===== src/design/ntsel_pkg.sv =====
`timescale 1ns / 1ps
// ----------------------------------------------------------------------------
// ntsel_pkg
// Shared constants and types for the next-event timer selector.
// ----------------------------------------------------------------------------
package ntsel_pkg;

	localparam int TIME_W       = 63;
	localparam int MASK_W       = 8;
	localparam int CHAN_FIELD_W = 3;
	localparam int CHANNELS_DEF = 8;

	localparam logic [TIME_W-1:0] TIME_MAX   = {TIME_W{1'b1}};
	localparam logic [TIME_W-1:0] TIME_RESET = TIME_W'(100);

	localparam logic FUNC_ARM     = 1'b0;
	localparam logic FUNC_ADVANCE = 1'b1;

	// control from the sequencer to the scan unit
	typedef struct packed {
		logic start;    // clear running minimum and tie set
		logic sample;   // read data of one entry is on the bus
		logic present;  // that entry holds an armed deadline
	} scan_ctl_t;

endpackage


===== src/design/ntsel_ram.sv =====
`timescale 1ns / 1ps
// ----------------------------------------------------------------------------
// ntsel_ram
// Single-port synchronous RAM, one read or write per cycle, registered read.
// ----------------------------------------------------------------------------
module ntsel_ram #(
	parameter int WIDTH = ntsel_pkg::TIME_W,
	parameter int DEPTH = ntsel_pkg::CHANNELS_DEF,
	localparam int AW   = (DEPTH > 1) ? $clog2(DEPTH) : 1
) (
	input  logic             clk,
	input  logic             we,
	input  logic             re,
	input  logic [AW-1:0]    addr,
	input  logic [WIDTH-1:0] wdata,
	output logic [WIDTH-1:0] rdata
);

	logic [WIDTH-1:0] mem_q [DEPTH];

	always_ff @(posedge clk) begin
		if (we) begin
			mem_q[addr] <= wdata;
		end
		if (re) begin
			rdata <= mem_q[addr];
		end
	end

endmodule


===== src/design/ntsel_scan.sv =====
`timescale 1ns / 1ps
// ----------------------------------------------------------------------------
// ntsel_scan
// Running minimum over a stream of deadlines, with the set of tied channels.
// ----------------------------------------------------------------------------
module ntsel_scan #(
	parameter int CHANNELS = ntsel_pkg::CHANNELS_DEF,
	localparam int CH_W    = (CHANNELS > 1) ? $clog2(CHANNELS) : 1
) (
	input  logic                           clk,
	input  logic                           arst_n,
	input  ntsel_pkg::scan_ctl_t           ctl,
	input  logic [CH_W-1:0]                index,
	input  logic [ntsel_pkg::TIME_W-1:0]   data,
	output logic [ntsel_pkg::TIME_W-1:0]   best,
	output logic [CHANNELS-1:0]            ties
);

	logic [ntsel_pkg::TIME_W-1:0] best_q;
	logic [CHANNELS-1:0]          ties_q;
	logic [ntsel_pkg::TIME_W-1:0] eff;
	logic [CHANNELS-1:0]          onehot;

	// a disarmed entry counts as the largest time and never joins the tie set
	assign eff    = ctl.present ? data : ntsel_pkg::TIME_MAX;
	assign onehot = CHANNELS'(1) << index;

	always_ff @(posedge clk or negedge arst_n) begin
		if (!arst_n) begin
			best_q <= ntsel_pkg::TIME_MAX;
			ties_q <= '0;
		end else if (ctl.start) begin
			best_q <= ntsel_pkg::TIME_MAX;
			ties_q <= '0;
		end else if (ctl.sample) begin
			if (eff < best_q) begin
				best_q <= eff;
				ties_q <= onehot;
			end else if (eff == best_q && eff != ntsel_pkg::TIME_MAX) begin
				ties_q <= ties_q | onehot;
			end
		end
	end

	assign best = best_q;
	assign ties = ties_q;

endmodule


===== src/design/next_event_timer_selector.sv =====
`timescale 1ns / 1ps
// ----------------------------------------------------------------------------
// next_event_timer_selector
// One-shot event timer over CHANNELS deadlines held in a RAM, one global time.
// ----------------------------------------------------------------------------
// Arm: result registered at the accepting edge.
// Advance: one RAM read per channel in S_SCAN, then S_DRAIN and S_DONE before the result;
//   the single RAM port and the serial scan set the pace.
// One request in flight; a new one is taken only once the previous result leaves,
//   at the earliest in the cycle that result is accepted.
// Reset: global time 100, all channels disarmed through per-entry armed flags,
//   no clearing pass; the RAM itself is not cleared.
module next_event_timer_selector #(
	parameter int CHANNELS = ntsel_pkg::CHANNELS_DEF
) (
	input  logic                                  clk,
	input  logic                                  arst_n,
	input  logic                                  req_valid,
	output logic                                  req_ready,
	input  logic                                  func,
	input  logic [ntsel_pkg::CHAN_FIELD_W-1:0]    channel,
	input  logic [ntsel_pkg::TIME_W-1:0]          delta_ns,
	output logic                                  rsp_valid,
	input  logic                                  rsp_ready,
	output logic [ntsel_pkg::TIME_W-1:0]          now_time,
	output logic [ntsel_pkg::MASK_W-1:0]          fired_mask,
	output logic                                  idle
);

	localparam int CH_W = (CHANNELS > 1) ? $clog2(CHANNELS) : 1;

	typedef enum logic [1:0] {S_IDLE, S_SCAN, S_DRAIN, S_DONE} state_t;

	state_t                         state_q;
	logic [CH_W-1:0]                cnt_q;
	logic                           rd_valid_s1;
	logic                           present_s1;
	logic [CH_W-1:0]                idx_s1;
	logic [ntsel_pkg::TIME_W-1:0]   global_time_q;
	logic [CHANNELS-1:0]            armed_q;
	logic                           rsp_valid_q;
	logic [ntsel_pkg::TIME_W-1:0]   now_time_q;
	logic [ntsel_pkg::MASK_W-1:0]   fired_q;
	logic                           idle_q;

	logic                           out_free;
	logic                           accept;
	logic                           arm_hit;
	logic                           commit;
	logic                           none_armed;
	logic [CH_W-1:0]                ch_idx;
	logic [ntsel_pkg::TIME_W:0]     sum;
	logic [ntsel_pkg::TIME_W-1:0]   arm_data;
	logic [CH_W-1:0]                ram_addr;
	logic [ntsel_pkg::TIME_W-1:0]   ram_rdata;
	logic [ntsel_pkg::TIME_W-1:0]   best;
	logic [CHANNELS-1:0]            ties;
	logic [ntsel_pkg::MASK_W-1:0]   fired_c;
	ntsel_pkg::scan_ctl_t           scan_ctl;

	assign out_free  = !rsp_valid_q || rsp_ready;
	assign req_ready = (state_q == S_IDLE) && out_free;
	assign accept    = req_valid && req_ready;
	assign ch_idx    = CH_W'(channel);
	assign arm_hit   = accept && (func == ntsel_pkg::FUNC_ARM) && (int'(channel) < CHANNELS);

	// saturating deadline; both operands below 2^63 so the carry flags overflow
	assign sum      = {1'b0, global_time_q} + {1'b0, delta_ns};
	assign arm_data = sum[ntsel_pkg::TIME_W] ? ntsel_pkg::TIME_MAX
	                                         : sum[ntsel_pkg::TIME_W-1:0];

	assign ram_addr   = (state_q == S_SCAN) ? cnt_q : ch_idx;
	assign commit     = (state_q == S_DONE) && out_free;
	assign none_armed = (best == ntsel_pkg::TIME_MAX);

	assign scan_ctl.start   = accept && (func == ntsel_pkg::FUNC_ADVANCE);
	assign scan_ctl.sample  = rd_valid_s1;
	assign scan_ctl.present = present_s1;

	ntsel_ram #(
		.WIDTH (ntsel_pkg::TIME_W),
		.DEPTH (CHANNELS)
	) u_ram (
		.clk   (clk),
		.we    (arm_hit),
		.re    (state_q == S_SCAN),
		.addr  (ram_addr),
		.wdata (arm_data),
		.rdata (ram_rdata)
	);

	ntsel_scan #(
		.CHANNELS (CHANNELS)
	) u_scan (
		.clk    (clk),
		.arst_n (arst_n),
		.ctl    (scan_ctl),
		.index  (idx_s1),
		.data   (ram_rdata),
		.best   (best),
		.ties   (ties)
	);

	// fire bits beyond the eighth channel are dropped from the result
	for (genvar i = 0; i < ntsel_pkg::MASK_W; i++) begin : g_fired
		if (i < CHANNELS) begin : g_on
			assign fired_c[i] = ties[i];
		end else begin : g_off
			assign fired_c[i] = 1'b0;
		end
	end

	always_ff @(posedge clk or negedge arst_n) begin
		if (!arst_n) begin
			state_q       <= S_IDLE;
			cnt_q         <= '0;
			rd_valid_s1   <= 1'b0;
			present_s1    <= 1'b0;
			idx_s1        <= '0;
			global_time_q <= ntsel_pkg::TIME_RESET;
			armed_q       <= '0;
			rsp_valid_q   <= 1'b0;
			now_time_q    <= '0;
			fired_q       <= '0;
			idle_q        <= 1'b0;
		end else begin
			rd_valid_s1 <= (state_q == S_SCAN);
			present_s1  <= armed_q[cnt_q];
			idx_s1      <= cnt_q;

			if (commit || (accept && func == ntsel_pkg::FUNC_ARM)) begin
				rsp_valid_q <= 1'b1;
			end else if (rsp_ready) begin
				rsp_valid_q <= 1'b0;
			end

			if (arm_hit) begin
				armed_q[ch_idx] <= 1'b1;
			end

			unique case (state_q)
				S_IDLE: begin
					if (accept) begin
						if (func == ntsel_pkg::FUNC_ARM) begin
							now_time_q  <= global_time_q;
							fired_q     <= '0;
							idle_q      <= 1'b0;
						end else begin
							cnt_q   <= '0;
							state_q <= S_SCAN;
						end
					end
				end
				S_SCAN: begin
					if (cnt_q == CH_W'(CHANNELS - 1)) begin
						state_q <= S_DRAIN;
					end else begin
						cnt_q <= cnt_q + 1'b1;
					end
				end
				S_DRAIN: begin
					state_q <= S_DONE;
				end
				S_DONE: begin
					if (commit) begin
						if (none_armed) begin
							now_time_q <= global_time_q;
							fired_q    <= '0;
							idle_q     <= 1'b1;
						end else begin
							global_time_q <= best;
							armed_q       <= armed_q & ~ties;
							now_time_q    <= best;
							fired_q       <= fired_c;
							idle_q        <= 1'b0;
						end
						state_q <= S_IDLE;
					end
				end
				default: begin
					state_q <= S_IDLE;
				end
			endcase
		end
	end

	assign rsp_valid  = rsp_valid_q;
	assign now_time   = now_time_q;
	assign fired_mask = fired_q;
	assign idle       = idle_q;

	// time never runs backwards: every armed deadline is at or after it
	a_time_monotonic: assert property (@(posedge clk) disable iff (!arst_n)
		1'b1 |=> global_time_q >= $past(global_time_q))
		else $error("global time decreased");

	// read data only arrives while an advance is being scanned
	a_sample_in_scan: assert property (@(posedge clk) disable iff (!arst_n)
		rd_valid_s1 |-> (state_q == S_SCAN || state_q == S_DRAIN))
		else $error("scan sample outside advance");

	// a committed advance that fired leaves those channels disarmed
	a_fired_disarmed: assert property (@(posedge clk) disable iff (!arst_n)
		commit && !none_armed |=> (armed_q & $past(ties)) == '0)
		else $error("fired channel still armed");

	// an idle result never carries fire bits
	a_idle_no_fire: assert property (@(posedge clk) disable iff (!arst_n)
		rsp_valid_q && idle_q |-> fired_q == '0)
		else $error("idle result with fire bits");

endmodule

===== config.mk =====
export PLATFORM = sky130hd
export DESIGN_NAME = next_event_timer_selector
export DESIGN_NICKNAME = d
export VERILOG_FILES = /design/src/design/ntsel_pkg.sv /design/src/design/ntsel_ram.sv /design/src/design/ntsel_scan.sv /design/src/design/next_event_timer_selector.sv
export SDC_FILE = /design/constraint.sdc
export NUM_CORES = 1
export LEC_CHECK = 0
export ABC_AREA = 0
export BUFFER_PORTS_ARGS = -buffer_cell sky130_fd_sc_hd__buf_4
export CAP_MARGIN = 0
export CORE_ASPECT_RATIO = 2
export CORE_MARGIN = 2
export CORE_UTILIZATION = 53
export DETAILED_ROUTE_END_ITERATION = 10
export PLACE_DENSITY = 0.73
export REMOVE_ABC_BUFFERS = 1
export SYNTH_ARGS = -nofsm -noshare
export SYNTH_HDL_FRONTEND = slang
export SYNTH_SLANG_ARGS = --single-unit

===== constraint.sdc =====
create_clock -name clk -period 6.8 [get_ports clk]
set_input_delay 1.02 -clock clk [delete_from_list [all_inputs] [get_ports clk]]
set_output_delay 1.02 -clock clk [all_outputs]
set_load 0.05 [all_outputs]

* After elaboration in Yosys (flattened, before gate mapping) *
Memories as Yosys holds them, arrays and structs flattened. A register that Yosys moved wholly into a read port is not among the register bits.
Cells that the tools add are included.

operators by class
  muxes and demuxes = 46
  equality and inequality tests = 13
  bitwise operators = 5
  shifts and indexed selects = 1
  order comparisons = 4
  $add $sub $neg = 2
  reductions and logical operators = 23

operators with widths
  cell                                                                           count
  63-bit 2-to-1 mux                                                              9
  63-bit one-hot mux with 2 select lines                                         1
  8-bit 2-to-1 mux                                                               12
  63-bit by 63-bit adder with 64-bit output                                      1
  63-bit equality test                                                           1
  63-bit equality test (second input constant)                                   1
  63-bit less-than comparator                                                    1
  63-bit inequality test (second input constant)                                 1
  8-bit bitwise OR                                                               2
  8-bit one-hot mux with 2 select lines                                          1
  3-bit 2-to-1 mux                                                               4
  2-bit inequality test (second input constant)                                  6
  4-bit AND reduction                                                            3
  1-bit 2-to-1 mux                                                               10
  2-bit nonzero test                                                             5
  8-bit bitwise AND                                                              1
  3-bit by 4-bit less-than comparator with 1-bit output (second input constant)  2
  2-bit 2-to-1 mux                                                               4
  8-bit NOT                                                                      1
  2-bit one-hot mux with 4 select lines                                          1
  1-bit by 3-bit << shifter with 8-bit output (first input constant)             1
  1-bit logical AND                                                              7
  3-bit one-hot mux with 2 select lines                                          1
  2-bit AND reduction                                                            3
  13 further kinds                                                               15

word-level totals
  memories = 1
  register bits = 225
  logic and storage cells = 108
  memory bits (writable) = 504

memory list
  name         depth  width  read ports  clocked after Yosys merged registers in  wr ports  line             source
  u_ram.mem_q  8      63     1           1                                        1         ntsel_ram.sv:19  logic [WIDTH-1:0] mem_q [DEPTH];

* Longest topological paths before layout *
Gate-level depths: netlist of run 1.

  word-level depth = 9
  depth in mapped cells = 16
  depth with buffers taken out = 12

* Modules after synthesis *
From an unflattened synthesis of run 1, not the netlist that was laid out.

unflattened totals
  cell total of the unflattened synthesis = 2852
  area total of the unflattened synthesis = 37065.5 µm²

modules (own cells, without submodules)
  module                     times used  cells each  area an instance (µm²)
  ntsel_ram                  1           899         21007.6
  next_event_timer_selector  1           1315        10700.3
  ntsel_scan                 1           638         5357.6

* Worst setup path after synthesis of run 1 *
OpenSTA, ideal clock, no wires.

  kind = register -> register
  start point = register state_q[1]
  end point = memory u_ram.mem_q[4][0] (netlist bit), enable pin
  arrival = 6.842 ns
  clock period less this slack = 7.333 ns
  cell stages (with the launch flop) = 12
  setup slack = -0.533 ns
  path buffers = 4
  path through = dfrtp_1 -> inv_1 -> ha_1 -> buf_2 -> clkinv_1 -> nor2_1 -> a32o_1 -> and2_1 -> clkbuf_1 -> clkbuf_1 -> clkbuf_1 -> nor2b_1

RTL lines
  item                                            line                              source
  start: declaration                              next_event_timer_selector.sv:34   state_t state_q;
  start signal: assignment                        next_event_timer_selector.sv:115  state_q <= S_IDLE;
  start signal: assignment                        next_event_timer_selector.sv:150  state_q <= S_SCAN;
  start signal: assignment                        next_event_timer_selector.sv:156  state_q <= S_DRAIN;
  2-bit by 1-bit equality test with 1-bit output  --
  via u_ram.re                                    ntsel_ram.sv:13                   input logic re,
  3-bit 2-to-1 mux                                next_event_timer_selector.sv:72   assign ram_addr = (state_q == S_SCAN) ? cnt_q : ch_idx;
  end: declaration                                ntsel_ram.sv:19

The timed path passes the listed nets, and every way through them passes these cells.

* Final worst setup path of run 1 *
  start point = register present_s1
  end point = register u_scan.ties_q[2] (netlist: u_scan.ties[2])

on the way
  cells in the longest elaborated chain, start to end = 5

RTL lines
  item                                                     line                                source
  start: declaration                                       next_event_timer_selector.sv:37     logic present_s1;
  start signal: assignment                                 next_event_timer_selector.sv:128    present_s1 <= armed_q[cnt_q];
  63-bit 2-to-1 mux *                                      ntsel_scan.sv:25                    assign eff = ctl.present ? data : ntsel_pkg::TIME_MAX;
  63-bit less-than comparator (tied with other cells)      ntsel_scan.sv:36                    if (eff < best_q) begin
  8-bit 2-to-1 mux or 1-bit logical AND (tied branches)    ntsel_scan.sv:36, ntsel_scan.sv:39
  8-bit 2-to-1 mux or 3-bit nonzero test (tied branches)   --
  8-bit 2-to-1 mux or 2-bit AND reduction (tied branches)  --
  end signal: assignment                                   ntsel_scan.sv:38                    ties_q <= onehot;
  end signal: assignment                                   ntsel_scan.sv:40                    ties_q <= ties_q | onehot;
  end: declaration                                         ntsel_scan.sv:20                    logic [CHANNELS-1:0] ties_q;

Every way passes the cells marked *; elsewhere a longest branch is shown, timed or not. The select of a mux whose other input is x is not followed.
A chain may end at the register's enable or synchronous reset.

==> results of run 1 <==
-- routing by layer --
metal  vias up  routed length [microns]  global-route usage, %
li1      10900                        -                      -
met1     12100                    37800                   36.2
met3       286                     8250                   5.19
met2      1273                    50800                   49.3
met4         2                     6290                   17.3
met5         -                       10                      0
-- worst reg2reg max path: stages, from the launching register on --
cell and delay (ns):
sky130_fd_sc_hd__dfrtp_2 0.64, sky130_fd_sc_hd__nand2b_1 0.41, sky130_fd_sc_hd__ha_1 0.44, sky130_fd_sc_hd__nand4_1 0.19, sky130_fd_sc_hd__nor4_1 0.91, sky130_fd_sc_hd__nand3_1 0.36
sky130_fd_sc_hd__a221oi_1 0.67, sky130_fd_sc_hd__nor3_2 0.10, sky130_fd_sc_hd__buf_4 0.32, sky130_fd_sc_hd__nor2b_1 0.51, sky130_fd_sc_hd__nand2_1 0.12, sky130_fd_sc_hd__o21ai_1 0.10
-- synthesized netlist by cell type (17+ instances only) --
cell | count | share of area [%]
sky130_fd_sc_hd__a22o_1 | 42 | 1.0
sky130_fd_sc_hd__nand2_1 | 332 | 3.5
sky130_fd_sc_hd__edfxtp_1 | 567 | 48
sky130_fd_sc_hd__nand3_1 | 48 | 0.68
sky130_fd_sc_hd__dfrtp_1 | 159 | 11
sky130_fd_sc_hd__xnor2_1 | 30 | 0.74
sky130_fd_sc_hd__o21ai_0 | 194 | 2.7
sky130_fd_sc_hd__nor2_1 | 55 | 0.58
sky130_fd_sc_hd__a21o_1 | 58 | 1.2
sky130_fd_sc_hd__a22oi_1 | 85 | 1.8
sky130_fd_sc_hd__nand4_1 | 70 | 1.2
sky130_fd_sc_hd__nor2b_1 | 21 | 0.37
sky130_fd_sc_hd__nand2b_1 | 74 | 1.3
sky130_fd_sc_hd__buf_2 | 17 | 0.24
sky130_fd_sc_hd__inv_1 | 93 | 0.98
sky130_fd_sc_hd__ha_1 | 132 | 4.7
sky130_fd_sc_hd__a21oi_1 | 103 | 1.5
sky130_fd_sc_hd__o211ai_1 | 71 | 1.5
sky130_fd_sc_hd__and2_1 | 18 | 0.32
sky130_fd_sc_hd__mux2i_1 | 65 | 1.8
sky130_fd_sc_hd__a31oi_1 | 26 | 0.46
sky130_fd_sc_hd__clkbuf_1 | 134 | 1.4
sky130_fd_sc_hd__a221oi_1 | 112 | 2.8
sky130_fd_sc_hd__xor2_1 | 21 | 0.52
sky130_fd_sc_hd__dfstp_2 | 66 | 4.9
-- flip-flops by register name, indices dropped and copies added (netlist names) --
register       cells
u_scan.best       63
idle               1
armed_q            8
u_ram.mem_q      504
cnt_q              3
u_ram.rdata       63
fired_mask         8
rd_valid_s1        1
present_s1         1
global_time_q     63
idx_s1             3
rsp_valid          1
now_time          63
state_q            2
u_scan.ties        8
-- final cells by class --
class	count	area, sq um	area share, %
flip-flops and latches	792	22700	57.2
inverters	94	353	0.888
clock buffers	94	1860	4.69
multi-input cells	1747	11800	29.8
well taps	884	1110	2.78
clock inverters	29	338	0.850
repair buffers	186	1500	3.79
-- kinds of logic after synthesis --
kind of cell             after synthesis  synth area share, %
flip-flops                           792                 64.1
AND/OR/NAND/NOR                      674                 9.01
adder cells (fa/ha/maj)              133                 4.71
AO/OA/AOI/OAI                        819                 15.9
buffers and inverters                261                 2.97
XOR/XNOR                              51                 1.26
multiplexers                          70                 2.06
-- power breakdown --
part	internal, W	switching [W]
clock	0.00211	0.00177
sequential	0.00744	0.000772
combinational	0.00269	0.00594
total	0.0122	0.00849
-- through the flow --
stage | util (%) | setup WS (ns)
floorplan | - | -3.46
detailed placement | 56.4 | 1.75
global placement | 56.4 | 1.76
finish | 59.7 | 1.96
global route | 59.7 | 1.81
CTS | 59.7 | 2.09
-- worst min-delay path by stage --
stage / startpoint / to / slack [ns] / cells after the start
3_5_place_dp: fired_mask[2] / fired_mask[2] / 0.46 / 2
6_report: arst_n / now_time[12] / 0.35 / 1
5_1_grt: arst_n / now_time[12] / 0.39 / 1
4_1_cts: arst_n / now_time[14] / 0.36 / 1
3_3_place_gp: fired_mask[4] / fired_mask[4] / 0.46 / 2
2_1_floorplan: u_scan.ties[0] / armed_q[0] / 0.46 / 1
==> insert_results.sql, run 1 <==
INSERT INTO impl_metrics (metric_group, metric, value, unit) VALUES
('min_path', 'hold_class', 'in2async', ''),
('worst_setup_path', 'critPathKind', 'reg2reg', ''),
('synthesis', 'synth_warnings', '0', ''),
('synthesis', 'synth-main-ff-cell', 'sky130_fd_sc_hd__edfxtp_1', ''),
('sta', 'final_hold_viol_count', '0', ''),
('finish', 'finish.instance_area', '39700', 'sq um'),
('routing', 'drt-initial-drc-count', '2605', ''),
('global_route', 'initial_antenna_violation_count', '2', ''),
('cts', 'clkLatencyLatePin', '0.65', 'ns'),
('finish', 'fillerInstances', '5082', ''),
('global_route', 'grt_max_degree', '148', ''),
('worst_setup_path', 'worst-endpoint-required', '7.34', 'ns'),
('pwr', 'power.total', '0.0207', 'W'),
('job', 'cap_viol_max_count', '0', ''),
('finish', 'layout.cells.non_filler', '3826', ''),
('routing', 'drcViolationCount', '0', ''),
('finish', 'layout.cells.most_common_list', 'sky130_fd_sc_hd__edfxtp_1 (567), sky130_fd_sc_hd__nand2_1 (331), sky130_fd_sc_hd__o21ai_0 (194), sky130_fd_sc_hd__buf_4 (177), sky130_fd_sc_hd__dfrtp_1 (158)', ''),
('worst_setup_path', 'timing.critical_path.from_type', 'register', ''),
('worst_setup_path', 'critical_path.reg2reg.startpoint', 'present_s1', ''),
('worst_setup_path', 'crit_fanout', '56', ''),
('worst_setup_path', 'worst_path_dominant_cell_family', 'simple AND/OR/NAND/NOR gates', ''),
('synthesis', 'yosys_register_bits', '792', ''),
('placement', 'placedInstanceArea', '37500', 'sq um'),
('cts', 'clkSlewWorstSetupHoldPaths', '0.06', 'ns'),
('worst_setup_path', 'cp_data_arrival_time', '5.37', 'ns'),
('finish', 'layout.cells.most_common', 'sky130_fd_sc_hd__edfxtp_1', ''),
('worst_setup_path', 'timing.reg2reg.setup_slack', '1.96', 'ns'),
('cts', 'max-clock-path-buffers', '3', ''),
('pwr', 'power_density', '522', 'nW/um^2'),
('sta', 'timing_max_transition_violations_final', '0', ''),
('finish', 'fraction_of_layout_instances_using_a_drive_strength_above_1', '13.4', '%'),
('routing', 'route.vias.total', '24600', ''),
('cts', 'cts_post_setup_buffers_inserted', '0', ''),
('sta', 'max_freq', '207', 'MHz'),
('worst_setup_path', 'setup.worst_path.end', 'u_scan.ties[2]', ''),
('worst_setup_path', 'setup.worst_path.start', 'present_s1', ''),
('pwr', 'vdd_ir_drop_max', '292', 'uV'),
('cts', 'cts_inserted_buffers', '67', ''),
('floorplan', 'initial_core_util', '53.3', '%'),
('cts', 'hold_buffers', '0', ''),
('cts', 'htreeDepth', '3', ''),
('worst_setup_path', 'crit_path_end_kind', 'register', ''),
('pwr', 'p_leak', '15.0', 'nW'),
('routing', 'drt-total-wl', '103', 'mm'),
('status', 'outcome', 'complete, no violations', ''),
('synthesis', 'netlist_instances', '2800', ''),
('cts', 'clock-sinks', '792', ''),
('cts', 'cts_resized', '0', ''),
('synthesis', 'synth-seq-area-share', '64.1', '%'),
('cts', 'clk_root_buffer_cell', 'sky130_fd_sc_hd__clkbuf_16', ''),
('synthesis', 'avgSynthCellArea', '12.7', 'sq um'),
('worst_setup_path', 'worst-path-buf-inv', '1', ''),
('placement', 'dpl.hpwl', '69.3', 'mm'),
('finish', 'area.growth.synth_to_final', '12.0', '%'),
('sta', 'hold_ws', '0.350', 'ns'),
('sta', 'worst_pin_slew', '1.24', 'ns'),
('finish', 'insertedDiodeCount', '0', ''),
('global_route', 'globalRouteOverflowTotal', '0', ''),
('sta', 'setup_tns', '0', 'ns'),
('placement', 'place_inst', '3703', ''),
('synthesis', 'async_flop_share', '28.4', '%'),
('worst_setup_path', 'worstPathCellList', 'nand2b_1 > ha_1 > nand4_1 > nor4_1 > nand3_1 > a221oi_1 > nor3_2 > buf_4 > nor2b_1 > nand2_1 > o21ai_1', ''),
('sta', 'setup-violations-final', '0', ''),
('floorplan', 'design.die.area', '69100', 'sq um'),
('floorplan', 'core_region_area', '66600', 'sq um'),
('floorplan', 'fp.dieW', '187', 'microns'),
('synthesis', 'synth_enable_flop_cells', '567', ''),
('placement', 'placement.io_buffers', '144', ''),
('sta', 'slew-limit-headroom', '17.1', '%'),
('sta', 'timing.final.crit_period', '4.84', 'ns'),
('worst_setup_path', 'worst_r2r_path_depth', '11', '');
No activity file was read; power rests on OpenSTA's default activity.
==> run 2: changes to the inputs <==
--- a/config.mk
+++ b/config.mk
@@ -5,14 +5,14 @@
 export SDC_FILE = /design/constraint.sdc
 export NUM_CORES = 1
 export LEC_CHECK = 0
-export ABC_AREA = 0
+export ABC_AREA = 1
 export BUFFER_PORTS_ARGS = -buffer_cell sky130_fd_sc_hd__buf_4
 export CAP_MARGIN = 0
 export CORE_ASPECT_RATIO = 2
 export CORE_MARGIN = 2
 export CORE_UTILIZATION = 53
 export DETAILED_ROUTE_END_ITERATION = 10
-export PLACE_DENSITY = 0.73
+export PLACE_DENSITY = 0.7
 export REMOVE_ABC_BUFFERS = 1
 export SYNTH_ARGS = -nofsm -noshare
 export SYNTH_HDL_FRONTEND = slang
==> constraint.sdc (replaced) <==
create_clock -name clk -period 4.6 [get_ports clk]
set_input_delay 0.69 -clock clk [delete_from_list [all_inputs] [get_ports clk]]
set_output_delay 0.69 -clock clk [all_outputs]
set_load 0.05 [all_outputs]
==> run 2 against run 1 <==
  * Area after synthesis grew 7.0%
  * Fmax grew 19%
  * Clock skew grew 0.017 ns
  * Setup slack got worse by 1.4 ns
  * Synthesized cell count is 35% higher
  * Cell count rose by 28%
  * Critical path type unchanged
  * Largest power group unchanged
==> insert_results.sql, run 2 <==
INSERT INTO impl_metrics (metric_group, metric, value, unit) VALUES
('sta', 'setup-violations-final', '0', ''),
('cts', 'clkSlewWorstSetupHoldPaths', '0.07', 'ns'),
('floorplan', 'design.die.area', '73900', 'sq um'),
('finish', 'final_core_util', '60.1', '%'),
('cts', 'clkLatencyLatePin', '0.68', 'ns'),
('synthesis', 'yosysUniqueCellTypes', '58', ''),
('global_route', 'wire_length_of_the_first_global_routing_pass', '176', 'mm'),
('synthesis', 'netlist.top_cell.by_area', 'sky130_fd_sc_hd__edfxtp_1', ''),
('routing', 'drt_pre_antenna_iters', '5', ''),
('worst_setup_path', 'cell_at_the_slowest_stage_of_the_critical_path', 'sky130_fd_sc_hd__o21ai_0', ''),
('finish', 'fraction_of_layout_instances_using_a_drive_strength_above_1', '11.5', '%'),
('worst_setup_path', 'worst-path-buf-inv', '1', ''),
('synthesis', 'yosys_register_bits', '792', ''),
('finish', 'largest_register_by_flop_count', 'u_ram.mem_q', ''),
('synthesis', 'synth-main-ff-cell', 'sky130_fd_sc_hd__edfxtp_1', ''),
('global_route', 'globalRouteMet3Util', '5.04', '%'),
('sta', 'grt_setup_unrepaired', 'false', ''),
('cts', 'cts_tree', 'yes', ''),
('cts', 'clk_root_buffer_cell', 'sky130_fd_sc_hd__clkbuf_16', ''),
('global_route', 'grt_max_degree', '103', ''),
('worst_setup_path', 'critical_path.reg2reg.startpoint', 'global_time_q[0]', ''),
('global_route', 'use_met1', '39.6', '%'),
('floorplan', 'core_region_area', '70800', 'sq um'),
('worst_setup_path', 'critPathKind', 'reg2reg', ''),
('routing', 'route.antenna.remaining_nets', '0', ''),
('cts', 'max-clock-path-buffers', '3', ''),
('pwr', 'p_leak', '17.3', 'nW'),
('worst_setup_path', 'setup.worst_path.start', 'global_time_q[0]', ''),
('cts', 'cts_inserted_buffers', '68', ''),
('cts', 'cts_resized', '0', ''),
('global_route', 'grt_util_met2', '51.7', '%'),
('floorplan', 'fp.dieW', '193', 'microns'),
('finish', 'fillerInstances', '5916', ''),
('pwr', 'power_density', '755', 'nW/um^2'),
('routing', 'route.vias.total', '29100', ''),
('synthesis', 'post_synth_instance_area', '37900', 'sq um'),
('worst_setup_path', 'cp_data_arrival_time', '4.39', 'ns'),
('synthesis', 'netlist_instances', '3778', ''),
('placement', 'placedInstanceArea', '40300', 'sq um'),
('routing', 'drt-initial-drc-count', '2806', ''),
('cts', 'hold_buffers', '0', ''),
('placement', 'finalWeightedCongestion', '1.04', ''),
('worst_setup_path', 'worst_path_dominant_cell_family', 'simple AND/OR/NAND/NOR gates', ''),
('finish', 'layout.cells.most_common', 'sky130_fd_sc_hd__nand2_1', ''),
('worst_setup_path', 'worstPathCellList', 'ha_1 > fa_1 > nand3_1 > nand2_1 > nand3_1 > nand2_1 > nand2_1 > nand2_1 > inv_1 > o21ai_0 > nand2_1 > nand3_1 > nand3_1', ''),
('sta', 'final_hold_viol_count', '0', ''),
('global_route', 'busiest_layer', 'met2', ''),
('worst_setup_path', 'crit_path_end_kind', 'register', ''),
('sta', 'fin_skew', '0.0533', 'ns'),
('finish', 'area.growth.synth_to_final', '12.0', '%'),
('placement', 'dpl.hpwl', '83.3', 'mm'),
('worst_setup_path', 'crit_fanout', '8', ''),
('sta', 'slew-limit-headroom', '15.4', '%'),
('sta', 'worst_pin_slew', '1.27', 'ns'),
('routing', 'vias_per_cell', '5.96', ''),
('finish', 'num-nets-final', '4124', ''),
('global_route', 'gr-usage-all-layers', '31.9', '%'),
('global_route', 'first_global_vias', '28500', ''),
('finish', 'insertedDiodeCount', '0', ''),
('synthesis', 'synth_enable_flop_cells', '567', ''),
('global_route', 'globalRouteOverflowTotal', '0', ''),
('status', 'outcome', 'complete, no violations', ''),
('synthesis', 'async_flop_share', '28.4', '%'),
('pwr', 'vdd_ir_drop_max', '673', 'uV'),
('floorplan', 'io_pins', '145', ''),
('sta', 'layout_worst_path_cycle_share', '88.3', '%'),
('synthesis', 'yosys.cell_count.top_type', 'sky130_fd_sc_hd__nand2_1', ''),
('min_path', 'hold_class', 'in2async', ''),
('worst_setup_path', 'slowest_delay', '0.86', 'ns'),
('cts', 'htreeDepth', '3', ''),
('placement', 'placement.io_buffers', '144', ''),
('cts', 'clock-sinks', '792', ''),
('worst_setup_path', 'worst-endpoint-required', '4.93', 'ns'),
('global_route', 'initial_antenna_violation_count', '2', ''),
('floorplan', 'initial_core_util', '53.6', '%'),
('finish', 'finish.instance_area', '42500', 'sq um'),
('floorplan', 'core.rowCount', '138', ''),
('sta', 'timing_max_transition_violations_final', '0', ''),
('cts', 'cts_post_setup_buffers_inserted', '0', ''),
('floorplan', 'floorplan.die.height', '382', 'microns'),
('sta', 'timing.final.crit_period', '4.06', 'ns'),
('synthesis', 'ys_top_cells_by_area', 'sky130_fd_sc_hd__edfxtp_1 (45%), sky130_fd_sc_hd__dfrtp_1 (10%), sky130_fd_sc_hd__nand2_1 (10%)', ''),
('routing', 'drt-total-wl', '119', 'mm'),
('sta', 'max_freq', '246', 'MHz'),
('routing', 'route.detailed.wl_per_inst', '24.3', 'microns'),
('routing', 'drcViolationCount', '0', ''),
('synthesis', 'synth-seq-area-share', '59.9', '%'),
('synthesis', 'synth_warnings', '0', ''),
('synthesis', 'synth.top_cell.area_share', '44.9', '%'),
('worst_setup_path', 'crit_top_cell', 'sky130_fd_sc_hd__nand2_1', ''),
('synthesis', 'synth_commonest_cells', 'sky130_fd_sc_hd__nand2_1 (1006), sky130_fd_sc_hd__edfxtp_1 (567), sky130_fd_sc_hd__inv_1 (381), sky130_fd_sc_hd__nor2_1 (300), sky130_fd_sc_hd__nand3_1 (233)', ''),
('job', 'cap_viol_max_count', '0', ''),
('finish', 'layout.cells.most_common_list', 'sky130_fd_sc_hd__nand2_1 (1004), sky130_fd_sc_hd__edfxtp_1 (567), sky130_fd_sc_hd__inv_1 (381), sky130_fd_sc_hd__nor2_1 (295), sky130_fd_sc_hd__nand3_1 (233)', ''),
('worst_setup_path', 'timing.critical_path.from_type', 'register', ''),
('synthesis', 'avgSynthCellArea', '10.0', 'sq um'),
('finish', 'largest_register_ffs', '504', '');
-- run 2: cell count changes in the layout (fill, tap and decap cells not counted), sizes merged, moves of 65 or more --
| cell | before | now |
|---|---|---|
| mux2i | 65 | 0 |
| o21ai | 217 | 104 |
| nand3 | 49 | 234 |
| nand2b | 74 | 0 |
| nor2 | 55 | 302 |
| nand2 | 333 | 1009 |
| inv | 97 | 396 |
-- run 2: cell type report --
type                    count  area, sq um  area share, %
clock buffers              83         1840           4.33
clock inverters            37          365          0.859
inverters                 398         1500           3.53
multi-input cells        2445        13100           30.7
flip-flops and latches    792        22700           53.5
well taps                 910         1140           2.68
repair buffers            215         1860           4.37
-- run 2: cell families (layout without fill, tap and decap cells) --
group,Yosys count,count (layout),share of synthesized area [%]
compound gates,628,628,11.2
xor+xnor,25,25,0.577
fa+ha+maj,133,133,4.41
buf+inv,541,733,5.84
flops,792,792,59.9
simple gates,1659,1659,18.1
-- run 2: final timing paths --
| check | end | slack, ns | cells past startpoint |
|---|---|---|---|
| hold reg to reg | idx_s1[2] | 0.46 | 0 |
| max in group asynchronous | u_scan.best[44] | 3.54 | 2 |
| min in group clk | rsp_valid | 0.38 | 4 |
| setup reg to reg | u_ram.mem_q[2][50] | 0.54 | 13 |
| hold / removal | fired_mask[1] | 0.05 | 1 |
| setup / recovery | u_ram.mem_q[2][50] | 0.54 | 13 |
-- run 2: through the flow --
step                      setup TNS, ns  cells  total power [W]  hold WS [ns]  setup slack (ns)
after floorplan                -1585.58   3635           0.0208         0.394             -5.19
after global placement                0   4760           0.0259         0.437             0.716
after detailed placement              0   4760           0.0261         0.442             0.676
after CTS                             0   4880           0.0319        0.0676              1.04
after global routing                  0   4880           0.0338         0.123             0.460
final                                 0   4880           0.0321        0.0455             0.540
-- run 2: power by group --
group	switching [W]	internal [W]	total (W)	leakage, nW
combinational	0.0103	0.00411	0.0144	8.51
clock	0.00266	0.00311	0.00577	1.08
sequential	0.00110	0.0108	0.0119	7.72
-- run 2: metal layers --
| metal | share of wire (%) | vias up |
|---|---|---|
| li1 | - | 13400 |
| met1 | 38 | 14100 |
| met2 | 48 | 1314 |
| met3 | 7.2 | 328 |
| met4 | 7.2 | 4 |
| met5 | 0.026 | - |
